$ cat config.mk
export PLATFORM = sky130hd
export DESIGN_NAME = grt_fifo
export DESIGN_NICKNAME = d
export VERILOG_FILES = /design/src/rtl/grt_pkg.sv /design/src/rtl/grt_fifo.sv
export SDC_FILE = /design/constraint.sdc
export NUM_CORES = 1
export LEC_CHECK = 0
export ABC_CLOCK_PERIOD_IN_PS = 3300
export BUFFER_PORTS_ARGS = -buffer_cell sky130_fd_sc_hd__buf_2
export CAP_MARGIN = 10
export CORE_ASPECT_RATIO = 0.8
export CORE_UTILIZATION = 51
export DETAILED_ROUTE_END_ITERATION = 12
export PLACE_DENSITY = 0.78
export SLEW_MARGIN = 30
export SYNTH_ARGS = -nofsm -noshare
export SYNTH_HDL_FRONTEND = slang
export SYNTH_SLANG_ARGS = --single-unit
$ cat constraint.sdc
create_clock -name clk_i -period 3.3 [get_ports clk_i]
set_clock_uncertainty 0.1 [all_clocks]
set_input_delay 0.165 -clock clk_i [delete_from_list [all_inputs] [get_ports clk_i]]
set_output_delay 0.165 -clock clk_i [all_outputs]
set_load 0.02 [all_outputs]
$ cat src/rtl/grt_pkg.sv
// grt_pkg: shared types, constants and register codes for the grain interval trigger
// used by every module under rtl; depends on nothing else
package grt_pkg;

  // default table size and queue depth
  localparam int unsigned MAX_GRAINS_DEF = 256;
  localparam int unsigned QUEUE_DEPTH    = 2;

  // reset value of the fixed tone duration
  localparam logic [14:0] FIXED_DUR_RST = 15'd20;

  // duration numerator in ms and number of quotient bits the divider produces
  localparam logic [17:0] DUR_NUM   = 18'd1000;
  localparam int unsigned DIV_STEPS = 10;

  // volume scaling: floor(x / 100) as (x * VOL_RECIP) >> VOL_SHIFT for x below 2^14
  localparam logic [12:0] VOL_RECIP = 13'd5243;
  localparam int unsigned VOL_SHIFT = 19;

  // configuration register indexes
  typedef enum logic [1:0] {
    CFG_GRAIN_COUNT = 2'd0,
    CFG_FORCE_DUR   = 2'd1,
    CFG_FIXED_DUR   = 2'd2
  } cfg_idx_e;

  // input opcodes
  typedef enum logic {
    OP_SAMPLE = 1'b0,
    OP_TABLE  = 1'b1
  } op_e;

  // one input beat, split into its fields
  typedef struct packed {
    op_e         opcode;
    logic [7:0]  pressure;
    logic [7:0]  entry_index;
    logic [7:0]  entry_threshold;
    logic [14:0] entry_frequency;
    logic [6:0]  entry_amplitude;
  } in_item_t;

  // tone job handed from the tracker to the tone unit
  typedef struct packed {
    logic [7:0]  grain;
    logic [14:0] freq;
    logic [6:0]  amp;
  } tone_job_t;

  // finished tone
  typedef struct packed {
    logic [7:0]  grain_index;
    logic [14:0] tone_frequency;
    logic [6:0]  tone_volume;
    logic [14:0] tone_duration_ms;
  } tone_t;

  // tone settings seen by the tone unit
  typedef struct packed {
    logic        force_duration;
    logic [14:0] fixed_duration_ms;
  } tone_cfg_t;

endpackage

$ cat src/rtl/grt_fifo.sv
// grt_fifo: short queue of tone jobs between the tracker and the tone unit
// depends on grt_pkg for the job type
module grt_fifo import grt_pkg::*; #(
  parameter int unsigned DEPTH = QUEUE_DEPTH
) (
  input  logic      clk_i,
  input  logic      rst_ni,
  input  logic      push_valid_i,
  output logic      push_ready_o,
  input  tone_job_t push_data_i,
  output logic      pop_valid_o,
  input  logic      pop_ready_i,
  output tone_job_t pop_data_o
);

  localparam int unsigned PtrW = (DEPTH > 1) ? $clog2(DEPTH) : 1;
  localparam int unsigned CntW = $clog2(DEPTH + 1);
  localparam logic [PtrW-1:0] LastPtr = PtrW'(DEPTH - 1);
  localparam logic [CntW-1:0] FullCnt = CntW'(DEPTH);

  tone_job_t       slot_q [DEPTH];
  logic [PtrW-1:0] wr_ptr_q, rd_ptr_q;
  logic [CntW-1:0] cnt_q;
  logic            push, pop;

  assign push_ready_o = (cnt_q != FullCnt);
  assign pop_valid_o  = (cnt_q != '0);
  assign push         = push_valid_i && push_ready_o;
  assign pop          = pop_valid_o && pop_ready_i;
  assign pop_data_o   = slot_q[rd_ptr_q];

  // storage slots
  always_ff @(posedge clk_i) begin
    if (push) begin
      slot_q[wr_ptr_q] <= push_data_i;
    end
  end

  // pointers and fill level
  always_ff @(posedge clk_i or negedge rst_ni) begin
    if (!rst_ni) begin
      wr_ptr_q <= '0;
      rd_ptr_q <= '0;
      cnt_q    <= '0;
    end else begin
      if (push) begin
        wr_ptr_q <= (wr_ptr_q == LastPtr) ? '0 : wr_ptr_q + 1'b1;
      end
      if (pop) begin
        rd_ptr_q <= (rd_ptr_q == LastPtr) ? '0 : rd_ptr_q + 1'b1;
      end
      if (push && !pop) begin
        cnt_q <= cnt_q + 1'b1;
      end else if (pop && !push) begin
        cnt_q <= cnt_q - 1'b1;
      end
    end
  end

endmodule

Word-level counts from Yosys, hierarchy flattened. Memory sizes are Yosys's and may differ from the RTL's. Cells that the tools add are included.

Register bits after elaboration: 4. Input port bits: 34. Output and inout bits: 32. Memories: 1. Bits in writable memories: 60.

Muxes and demuxes: 6. Equal/unequal tests: 1. Reduce and logical (&&, ||, !) cells: 8. Add/subtract/negate cells: 4.

Memories: slot_q (depth 2, bits a word 30, read ports 1, clocked after Yosys merged registers in 0, write ports 1, line grt_fifo.sv:21) `tone_job_t slot_q [DEPTH];`.

Operators with widths (number): 1-bit logical AND (4); 1-bit 2-to-1 mux (4); 2-bit 2-to-1 mux (2); 2-bit nonzero test (2); 1-bit adder, second input constant (2); 2-bit by 1-bit adder with 2-bit output, second input constant (1); 1-bit logical NOT (2); 2-bit inequality test, second input constant (1); 2-bit by 1-bit subtractor with 2-bit output, second input constant (1).

Logic depth before layout (Yosys ltp).
Depth after elaboration: 6. Mapped depth: 7.

Worst setup path after synthesis. Ideal clock, no wire load.

Kind: register to register. Start: register cnt_q[0]. End: memory slot_q[0][0] (netlist name) (enable). Data arrival time: 1.954 ns. Path slack: 0.829 ns. Setup time: 0.417 ns. Required time: 2.783 ns. Cell stages (with the launch flop): 4. Path through: dfrtp_1 -> nand2b_4 -> nand2_1 -> nor2_1.

Cells in the longest elaborated chain, start to end: 4.

Ends and longest elaborated chain: start, declared (line grt_fifo.sv:23) `logic [CntW-1:0] cnt_q;`; start signal, assigned (line grt_fifo.sv:53) `cnt_q <= cnt_q + 1'b1;`; start signal, assigned (line grt_fifo.sv:55) `cnt_q <= cnt_q - 1'b1;`; 2-bit inequality test (line grt_fifo.sv:26) `assign push_ready_o = (cnt_q != FullCnt);`; net push_ready_o (line grt_fifo.sv:9) `output logic push_ready_o,`; 1-bit logical AND (line grt_fifo.sv:28) `assign push = push_valid_i && push_ready_o;`; 1-bit 2-to-1 mux (line grt_fifo.sv:34) `if (push) begin`; 1-bit 2-to-1 mux (implied by the code) (line grt_fifo.sv:35) `slot_q[wr_ptr_q] <= push_data_i;`; end, declared (line grt_fifo.sv:21).

The timed path passes the listed nets, and every way through them passes these cells.

==> metrics.log <==
INFO  metric outcome = finished, final reports clean
INFO  metric cts-root-buf = sky130_fd_sc_hd__clkbuf_8
INFO  metric slew_violations = 0
INFO  metric cts_tree = yes
INFO  metric syn_area_per_cell = 21.48 µm²
INFO  metric drt.antenna.violating_nets = 0
INFO  metric chipWidth = 78.46 µm
INFO  metric critical_path_buf_inv_count = 2
INFO  metric area_growth_from_synthesis_to_layout = 35.83%
INFO  metric first_global_vias = 1456
INFO  metric finalCritPeriodShare = 65.12%
INFO  metric critical_path_required = 3.03 ns
INFO  metric yosysTopAreaCell = sky130_fd_sc_hd__edfxtp_1
INFO  metric layout_min_cycle_time = 2.149 ns
INFO  metric powerDensity = 820.6 nW/µm²
INFO  metric clk_pin_slew_worst_paths = 0.06 ns
INFO  metric number_of_antenna_violations_at_the_first_check_in_global_routing = 0
INFO  metric synthDominantCellAreaShare = 75.55%
INFO  metric setup_total_negative_slack = 0 ns
INFO  metric design.final.nets = 254
INFO  metric irDropWorstVdd = 536.8 µV
INFO  metric postLayoutSetupSlackWorst = 1.151 ns
INFO  metric max-slew-margin-rel = 61.03%
INFO  metric totalWireLength = 4280 µm
INFO  metric initial_utilization = 55.01%
INFO  metric drtIter0Drc = 37
INFO  metric num_vias = 1338
INFO  metric fp.dieArea = 4955 µm²
INFO  metric setup_viol_count_final = 0
INFO  metric ys.warnings.count = 0
INFO  metric synth_fp_nets = 146
INFO  metric layout_commonest_cell = sky130_fd_sc_hd__buf_2
INFO  metric post-place-ws = 1.350 ns
INFO  metric die-height = 63.16 µm
INFO  metric cts_resized = 0
INFO  metric critical_path.top_delay_family = flip-flops
INFO  metric core_area = 4335 µm²
INFO  metric critical_path.max_fanout = 21
INFO  metric cells_along_the_critical_path = buf_4 > mux2_2 > buf_2
INFO  metric grtUsageTotal = 19.74%
INFO  metric sequential_share_of_the_synthesized_area = 79.75%
INFO  metric commonest_non_fill_non_tap_cells_in_the_layout = 65 x sky130_fd_sc_hd__buf_2, 60 x sky130_fd_sc_hd__edfxtp_1, 32 x sky130_fd_sc_hd__dlygate4sd3_1
INFO  metric port-buffer-count = 65
INFO  metric number_of_cell_rows = 21
INFO  metric top_level_ports = 66
INFO  metric antenna_cells = 0
INFO  metric worst_setup_path_category = reg2out
INFO  metric fillerInstances = 270
INFO  metric cp_capture_type = primary output
INFO  metric postCtsSetupBuffers = 0
INFO  metric worst_skew_pair.late_latency = 0.32 ns
INFO  metric unrepaired_setup_endpoints_after_global_routing = false
INFO  metric post_synth_inst_count = 111
INFO  metric dpl.hpwl = 2664 µm
INFO  metric drv.max_cap_violation_count = 0
INFO  metric cts_max_level = 3
INFO  metric maxClockFrequency = 465.3 MHz
INFO  metric layout-drive-gt1-share = 49.78%
INFO  metric ys_top_cells_by_area = sky130_fd_sc_hd__edfxtp_1 76%, sky130_fd_sc_hd__mux2_2 14%, sky130_fd_sc_hd__dfrtp_1 4.2%
INFO  metric worstHoldPathType = in2async
INFO  metric critPathSlowestCell = sky130_fd_sc_hd__dfrtp_1
INFO  metric ctsHoldBuffers = 32
INFO  metric route.detailed.wl_per_inst = 15.29 µm
INFO  metric p_leak = 1.258 nW
INFO  metric via_per_inst = 4.779
INFO  metric grt_pass1_wl = 6796 µm
INFO  metric start_kind = register
INFO  metric ys_seq_elements = 64
INFO  metric final_hold_viol_count = 0
INFO  metric worst-slew-pin-transition = 0.5839 ns
INFO  metric place_congestion = 0.7125
INFO  metric sequential_cell_area = 1902 µm²
INFO  metric grt_start_max_net_pins = 31
INFO  metric crit_arrival = 1.88 ns
INFO  metric drc_errors = 0
INFO  metric globalRoute.totalOverflow = 0
INFO  metric drtPass1Iterations = 4
INFO  metric synth.cell_area = 2385 µm²
INFO  metric cts_inserted_buffers = 9
INFO  metric synth_cell_types = 14
INFO  metric multiInputGateArea = 447.9 µm²
INFO  metric cts_max_path_buffers = 2
INFO  metric cts_num_sinks = 64
INFO  metric cpPeakStageDelay = 0.62 ns
==> metrics by stage <==
| step | hold WS [ns] | cell area, µm² | cells | total power [mW] | utilization [%] |
|---|---|---|---|---|---|
| floorplan | -0.2306 | 2385 | 111 | 1.880 | - |
| global placement | -0.1278 | 2773 | 233 | 2.103 | 63.95 |
| detailed placement | -0.1251 | 2773 | 233 | 2.137 | 63.95 |
| CTS | 0.05037 | 3239 | 280 | 2.684 | 74.72 |
| global route | 0.07165 | 3239 | 280 | 2.793 | 74.72 |
| finish | 0.06813 | 3239 | 280 | 2.658 | 74.72 |
==> registers in the layout, summed over array words and instances (netlist names) <==
| signal | flops |
|---|---|
| cnt_q | 2 |
| slot_q | 60 |
| rd_ptr_q | 1 |
| wr_ptr_q | 1 |
==> worst register-to-register path, stage by stage, from the launching register on <==
cell,delay (ns)
sky130_fd_sc_hd__dfrtp_1,0.42
sky130_fd_sc_hd__nand2b_4,0.16
sky130_fd_sc_hd__nand2_1,0.10
sky130_fd_sc_hd__nor2_2,0.47
sky130_fd_sc_hd__buf_4,0.39
==> layout make-up <==
| type | instances | area share, % |
|---|---|---|
| Clock buffer | 13 | 4.287 |
| Sequential cell | 64 | 58.71 |
| Multi-Input combinational cell | 43 | 13.83 |
| Timing Repair Buffer | 100 | 20.63 |
| Inverter | 1 | 0.1159 |
| Clock inverter | 2 | 0.2317 |
| Tap cell | 57 | 2.202 |
==> cells by family after synthesis <==
kind of cell               after synthesis  share of synthesized area [%]
DFF                                     64                          79.75
muxes                                   30                          14.17
and+or+nand+nor                          7                          2.151
xor gates and xnor gates                 5                          1.837
buffers and inverters                    4                          1.574
adders and majority gates                1                         0.5246
==> per-layer routing <==
layer	routed length, µm	global-route usage (%)	vias to the layer above	part of all wire, %
met5	0	0	-	0
met4	40	7.639	0	0.93
met3	257	7.971	6	6.0
met2	2213	35.20	48	52
met1	1768	20.76	642	41
li1	-	-	642	-
==> path summary, 6_finish.rpt <==
| check | start | to | slack (ns) | cells past startpoint |
|---|---|---|---|---|
| setup / recovery | rd_ptr_q | pop_data_o[26] | 1.15 | 3 |
| hold / removal | rst_ni | cnt_q[0] | 0.07 | 2 |
| setup reg to reg | cnt_q[0] | slot_q[0][22] | 1.32 | 4 |
| hold reg to reg | wr_ptr_q | wr_ptr_q | 0.41 | 1 |
| max in group asynchronous | rst_ni | wr_ptr_q | 2.91 | 2 |
| min in group clk_i | push_valid_i | wr_ptr_q | 0.08 | 3 |
==> Yosys cell counts <==
cell type,number
sky130_fd_sc_hd__and3_1,1
sky130_fd_sc_hd__dfrtp_1,4
sky130_fd_sc_hd__ha_1,1
sky130_fd_sc_hd__or2_4,1
sky130_fd_sc_hd__xor2_1,2
sky130_fd_sc_hd__nand2_4,1
sky130_fd_sc_hd__buf_6,3
sky130_fd_sc_hd__inv_1,1
sky130_fd_sc_hd__xnor2_1,3
sky130_fd_sc_hd__nand2_1,1
sky130_fd_sc_hd__nand2b_4,1
sky130_fd_sc_hd__edfxtp_1,60
sky130_fd_sc_hd__mux2_2,30
sky130_fd_sc_hd__nor2_1,2
==> power by group <==
| part | switching, mW | internal (mW) | leakage (nW) |
|---|---|---|---|
| Sequential | 0.0864 | 1.12 | 0.604 |
| Clock | 0.244 | 0.264 | 0.0726 |
| Combinational | 0.542 | 0.406 | 0.581 |
| Total | 0.873 | 1.79 | 1.26 |
Note: power is estimated with default switching activity, not from simulation.
